## config.mk

```make
export PLATFORM = sky130hd
export DESIGN_NAME = pngu_ctrl
export DESIGN_NICKNAME = d
export VERILOG_FILES = /design/src/sv/pngu_pkg.sv /design/src/sv/pngu_ctrl.sv
export SDC_FILE = /design/constraint.sdc
export NUM_CORES = 1
export LEC_CHECK = 0
export BUFFER_PORTS_ARGS = -buffer_cell sky130_fd_sc_hd__buf_2
export CORE_MARGIN = 3
export CORE_UTILIZATION = 30
export DETAILED_ROUTE_END_ITERATION = 16
export SLEW_MARGIN = 0
export SYNTH_ARGS = -nofsm -noshare
export SYNTH_HDL_FRONTEND = slang
export SYNTH_SLANG_ARGS = --single-unit
```

## constraint.sdc

```tcl
create_clock -name i_clk -period 2.1 [get_ports i_clk]
set_input_delay 0.63 -clock i_clk [delete_from_list [all_inputs] [get_ports i_clk]]
set_output_delay 0.63 -clock i_clk [all_outputs]
set_load 0.01 [all_outputs]
```

## src/sv/pngu_pkg.sv

```systemverilog
// Shared types and constants for the PNG scanline unfilter and gray converter.
`timescale 1ns / 1ps
package pngu_pkg;

    // Configuration register indexes.
    localparam logic [1:0] CFG_WIDTH  = 2'd0;
    localparam logic [1:0] CFG_HEIGHT = 2'd1;
    localparam logic [1:0] CFG_MODE   = 2'd2;
    localparam logic [1:0] CFG_WIDE   = 2'd3;

    // Color modes.
    localparam logic [1:0] MODE_GRAY  = 2'd0;
    localparam logic [1:0] MODE_RGB   = 2'd1;
    localparam logic [1:0] MODE_GA    = 2'd2;
    localparam logic [1:0] MODE_RGBA  = 2'd3;

    // Filter types; anything above Paeth is held as the pass-through code.
    localparam logic [2:0] FLT_NONE   = 3'd0;
    localparam logic [2:0] FLT_SUB    = 3'd1;
    localparam logic [2:0] FLT_UP     = 3'd2;
    localparam logic [2:0] FLT_AVG    = 3'd3;
    localparam logic [2:0] FLT_PAETH  = 3'd4;
    localparam logic [2:0] FLT_PASS   = 3'd5;

    // Luma weights in Q16.
    localparam logic [15:0] LUMA_KR = 16'd19595;
    localparam logic [15:0] LUMA_KG = 16'd38470;
    localparam logic [15:0] LUMA_KB = 16'd7471;

    // Row byte count arithmetic width (covers the largest row byte limit).
    localparam int ROWB_W = 20;

    // Commands from the controller to the datapath.
    typedef struct packed {
        logic       load;      // input transaction accepted
        logic       recon;     // reconstruct the sample byte and update state
        logic       lum;       // one luma multiply-accumulate step
        logic [1:0] lum_idx;   // channel used by the luma step
        logic       blend;     // form the alpha blend product
        logic       fin;       // form the final gray level
    } t_cmd;

    // Status from the datapath to the controller.
    typedef struct packed {
        logic expect_filter;   // next byte is a filter-type byte
        logic pix_done;        // byte under reconstruction completes a pixel
    } t_sts;

endpackage

```

## src/sv/pngu_ctrl.sv

```systemverilog
// Controller state machine for the PNG unfilter: sequences load, reconstruction and gray steps.
`timescale 1ns / 1ps
module pngu_ctrl (
    input  logic          i_clk,
    input  logic          i_rst_n,
    input  logic          i_valid,
    output logic          o_stall,
    output logic          o_valid,
    input  logic          i_stall,
    input  pngu_pkg::t_sts i_sts,
    output pngu_pkg::t_cmd o_cmd
);
    import pngu_pkg::*;

    typedef enum logic [7:0] {
        S_IDLE  = 8'b0000_0001,
        S_RECON = 8'b0000_0010,
        S_LUM0  = 8'b0000_0100,
        S_LUM1  = 8'b0000_1000,
        S_LUM2  = 8'b0001_0000,
        S_BLEND = 8'b0010_0000,
        S_FINAL = 8'b0100_0000,
        S_OUT   = 8'b1000_0000
    } t_state;

    t_state r_state, n_state;

    always_ff @(posedge i_clk) begin
        if (!i_rst_n) begin
            r_state <= S_IDLE;
        end else begin
            r_state <= n_state;
        end
    end

    always_comb begin
        n_state = r_state;
        o_cmd   = '0;
        case (r_state)
            S_IDLE: begin
                if (i_valid) begin
                    o_cmd.load = 1'b1;
                    n_state = i_sts.expect_filter ? S_IDLE : S_RECON;
                end
            end
            S_RECON: begin
                o_cmd.recon = 1'b1;
                n_state = i_sts.pix_done ? S_LUM0 : S_OUT;
            end
            S_LUM0: begin
                o_cmd.lum = 1'b1;
                o_cmd.lum_idx = 2'd0;
                n_state = S_LUM1;
            end
            S_LUM1: begin
                o_cmd.lum = 1'b1;
                o_cmd.lum_idx = 2'd1;
                n_state = S_LUM2;
            end
            S_LUM2: begin
                o_cmd.lum = 1'b1;
                o_cmd.lum_idx = 2'd2;
                n_state = S_BLEND;
            end
            S_BLEND: begin
                o_cmd.blend = 1'b1;
                n_state = S_FINAL;
            end
            S_FINAL: begin
                o_cmd.fin = 1'b1;
                n_state = S_OUT;
            end
            S_OUT: begin
                if (!i_stall) begin
                    n_state = S_IDLE;
                end
            end
            default: begin
                n_state = S_IDLE;
            end
        endcase
    end

    assign o_stall = (r_state != S_IDLE);
    assign o_valid = (r_state == S_OUT);

`ifndef SYNTHESIS
    // A new input transaction never lands while a result is still offered.
    a_no_accept_while_out: assert property (@(posedge i_clk) disable iff (!i_rst_n)
        o_valid |-> o_stall)
        else $error("input accepted while a result is pending");

    // An accepted input leaves no result visible in the next cycle.
    a_accept_clears_out: assert property (@(posedge i_clk) disable iff (!i_rst_n)
        (i_valid && !o_stall) |=> !o_valid)
        else $error("result offered right after an input transaction");

    // A result only appears after reconstruction or the final gray step.
    a_out_source: assert property (@(posedge i_clk) disable iff (!i_rst_n)
        $rose(o_valid) |-> ($past(r_state) == S_RECON || $past(r_state) == S_FINAL))
        else $error("result raised from an unexpected state");

    // A completed pixel always runs the gray steps before its result shows.
    a_pix_gray: assert property (@(posedge i_clk) disable iff (!i_rst_n)
        (r_state == S_RECON && i_sts.pix_done) |=> (r_state == S_LUM0))
        else $error("pixel completion skipped the gray steps");
`endif

endmodule

```

Word level (Yosys, flattened, before mapping)
Index checks and enable logic that the tools add are counted.

Bits in registers: 8. Output and inout bits: 9.

Equality and inequality tests: 11. Muxes and demuxes: 11. Reduce and logical (&&, ||, !) cells: 1.

Operators by type and width (count): $pmux 8 s8 (1); $mux 8 (3); $pmux 3 s3 (1); $eq 8x1->1 const B (1); $eq 8x2->1 const B (1); $eq 8x3->1 const B (1); $eq 8x4->1 const B (1); $eq 8x5->1 const B (1); $eq 8x6->1 const B (1); $eq 8x7->1 const B (1); $eq 8x8->1 const B (1); $ne 8x1->1 const B (1); $mux 1 (5); $ne 2x2->1 const B (2); $mux 2 (1); $reduce_and 2->1 (1).

Logic depth before layout (Yosys ltp)
Depth after elaboration: 3. Depth in mapped cells: 6. Mapped depth without buffers: 5.

Least setup slack after synthesis
Ideal clock, no wire load.

Path kind: reg2out. From: reg r_state[1]. To: out o_cmd[2] in the netlist's numbering. Data arrival time: 1517 ps. Setup slack: -47 ps. Cell stages (with the launch flop): 4. Cell sequence: dfxtp_1 or4_4 or3_1 nor3b_2.

RTL lines: from (decl) (line pngu_ctrl.sv:26) `t_state r_state, n_state;`; from (signal assigned) (line pngu_ctrl.sv:32) `r_state <= n_state;`; to (decl) (line pngu_ctrl.sv:11) `output pngu_pkg::t_cmd o_cmd`.

==> impl_metrics.py <==
metrics = {
    "placement": {
        "dp.cells": 92,
        "place.gp.congestion": 0.800,
        "io_buffers": 14,
        "post-place-ws_ns": -0.123,
        "hpwl_um": 931,
        "placed_area_um2": 627,
    },
    "synthesis": {
        "synth_edf_count": 0,
        "synth_top_area_cell": "dfxtp_1",
        "synth_cell_types": 27,
        "synth_nets": 57,
        "syn_inst": 51,
        "synthFlopType": "dfxtp_1",
        "yosysMostFrequentCell": "dfxtp_1",
        "synthTopCellsByArea": "dfxtp_1, nor4_1, nand2b_1",
        "postSynthAreaPerCell_um2": 8.66,
        "synth_common_cells": "dfxtp_1, inv_1, nor4_1",
        "ys_async_sr_fraction_pct": 0,
        "yosys_register_bits": 8,
        "synth_top_area_share_pct": 36.3,
        "yosys_warnings": 0,
        "netlist_area_um2": 442,
        "ys_seq_area_share_pct": 36.3,
    },
    "pwr": {
        "p_comb_share_pct": 32.9,
        "seqPwrFrac_pct": 38.6,
        "leakage_nw": 0.390,
        "p_total_uw": 424,
        "switching_share_pct": 30.8,
        "clkPwrFrac_pct": 28.5,
        "peakVddDrop_mv": 0.232,
        "power_density_nw_per_um2": 522,
        "p_sw_uw": 131,
        "intPower_uw": 294,
    },
    "global_route": {
        "grt_pass1_vias": 557,
        "grt_pass1_wl_um": 2350,
        "grt_max_degree": 7,
        "antenna_found_initial": 0,
        "grtUsageTotal_pct": 16.6,
        "grt_overflow_total": 0,
    },
    "timing": {
        "finalClockSkew_ns": 0.000497,
        "tightestPinTransition_ns": 0.458,
        "relSlewSlack_pct": 69.5,
        "whs_ns": 0.569,
        "rsz0062_at_grt": "yes",
        "fin_ws_ns": -0.417,
        "finalCritPeriodShare_pct": 120,
        "setup_viol": 9,
        "hold_viol": 0,
        "maxSlewViolCount": 0,
        "period_needed_ns": 2.52,
        "fmax_mhz": 397,
    },
    "die": {
        "die_area_um2": 1970,
        "ios": 15,
        "start_util_pct": 33.1,
        "die_width_um": 44.4,
        "rows": 13,
        "die_h_um": 44.4,
        "coreArea_um2": 1330,
    },
    "layout": {
        "reg.largest.list": "r_state (8)",
        "final_area_um2": 813,
        "n_fill_cell": 110,
        "multi_input_area_um2": 333,
        "seq_area_um2": 163,
        "nNetsFinal": 98,
        "syn2layout_area_growth_pct": 84.1,
        "antenna_cells": 0,
        "largest_reg_flops": 8,
        "top_register": "r_state",
        "final_cells": 105,
        "drive_above_1_share_pct": 65.6,
    },
    "job": {
        "cap_violations": 0,
    },
    "detailed_routing": {
        "drc": 0,
        "dr.pass1.iters": 4,
        "vias": 561,
        "wire_per_inst_um": 15.2,
        "viasPerCell": 5.34,
        "drt_iter0_drc": 14,
        "ant_nets": 0,
        "wl_um": 1590,
    },
    "clock_network": {
        "h-tree-depth": 1,
        "cts_buffers": 3,
        "clock_latency_ns": 0.26,
        "clk_pin_slew_worst_paths_ns": 0.06,
        "cts.sinks": 8,
        "clockBufferDepth": 2,
        "cts-root-buf": "clkbuf_4",
        "tritoncts": "done",
        "holdBufCountCts": 0,
    },
    "setup_path": {
        "cpPeakStageDelay_ns": 0.54,
        "cp_cell_sequence": "or4_4 > or4b_4 > o21ai_2 > buf_2",
        "critPathMaxFanout": 3,
        "cp.required_ns": 1.47,
        "slowest_stage": "or4_4",
        "cp-end-kind": "output pin",
        "worstSetupPathType": "reg -> out",
        "path_delay_family": "simple AND/OR/NAND/NOR gates",
        "path_buf_inv": 1,
        "cp-start-kind": "flip-flop",
        "cp.arrival_ns": 1.89,
    },
    "worst_hold_path": {
        "min_path_type": "reg -> reg",
    },
    "run_status": {
        "violations": "setup timing",
        "outcome": "finished with violations",
    },
}
## repair_timing
action / in CTS / in global routing
gates cloned: 0 / 0
gates resized for setup: 12 / 6
buffers inserted: 8 / 3
pin swaps: 5 / 2
endpoints found under the setup margin: 9 / 11
## cell families after synthesis
family / count (synthesis) / share of synthesized area (%)
AND/OR/NAND/NOR: 29 / 45.3
AO/OA/AOI/OAI: 8 / 12.2
flip-flops: 8 / 36.3
buffers and inverters: 5 / 4.25
XOR/XNOR: 1 / 1.98
## power groups by stage
stage	combinational [mW]	sequential, mW	clock (mW)
3_5_place_dp	0.104	0.166	0
6_report	0.140	0.164	0.121
3_3_place_gp	0.102	0.166	0
2_1_floorplan	0.0616	0.169	0
4_1_cts	0.126	0.163	0.122
5_1_grt	0.148	0.164	0.126
## cell type report
type	instances	share of cell area, %
sequential	8	20.0
tap	15	2.31
inverter	4	1.85
timing repair buffer	37	32.2
clock buffer	3	2.77
multi-input combinational	38	40.9
## worst reg2reg max path, cell delays in order, from the launching register on
cell,delay (ns)
dfxtp_2,0.32
or2_4,0.27
or3_4,0.36
nor4_4,0.15
buf_4,0.15
buf_4,0.09
buf_4,0.09
buf_4,0.09
buf_4,0.09
buf_4,0.11
nor4_1,0.05
a21o_1,0.14
## placed cells by master, fill, tap and decap left out, types with 2 or more instances in the layout
| cell | netlist | routed |
|---|---|---|
| a21oi_1 | 3 | 3 |
| or3_4 | 0 | 3 |
| nand2b_1 | 3 | 3 |
| nor4_4 | 0 | 2 |
| clkbuf_4 | 0 | 3 |
| or4_4 | 1 | 2 |
| buf_4 | 0 | 23 |
| inv_1 | 4 | 3 |
| and3_1 | 2 | 2 |
| nor3_1 | 3 | 3 |
| dfxtp_2 | 0 | 2 |
| buf_2 | 0 | 11 |
| or2_4 | 0 | 2 |
| nor4_1 | 4 | 2 |
| dfxtp_1 | 8 | 6 |
| buf_6 | 0 | 3 |
## worst paths after layout
path | start | endpoint | slack (ns) | cells after the start
min | r_state[3]$_SDFFE_PN0P_ | r_state[3]$_SDFFE_PN0P_ | 0.57 | 2
max reg2reg | r_state[2]$_SDFFE_PN0P_ | r_state[0]$_SDFFE_PN1P_ | 0.08 | 11
max | r_state[1]$_SDFFE_PN0P_ | o_cmd[4] | -0.42 | 4
min reg2reg | r_state[3]$_SDFFE_PN0P_ | r_state[3]$_SDFFE_PN0P_ | 0.57 | 2
## metrics by stage
step | setup TNS [ns] | utilization (%)
finish | -2.02 | 61.0
floorplan | -0.0343 | -
detailed placement | -0.340 | 47.0
global route | -2.39 | 61.0
CTS | -1.82 | 57.7
global placement | -0.311 | 47.0
## routing by layer
layer  vias up  wire length [um]  GRT usage (%)
met1       266               599           17.4
li1        272                 -              -
met4         0                29           10.8
met5         -                 0              0
met3         6                47           2.44
met2        17               914           30.2
(Power assumes the default switching activity.)
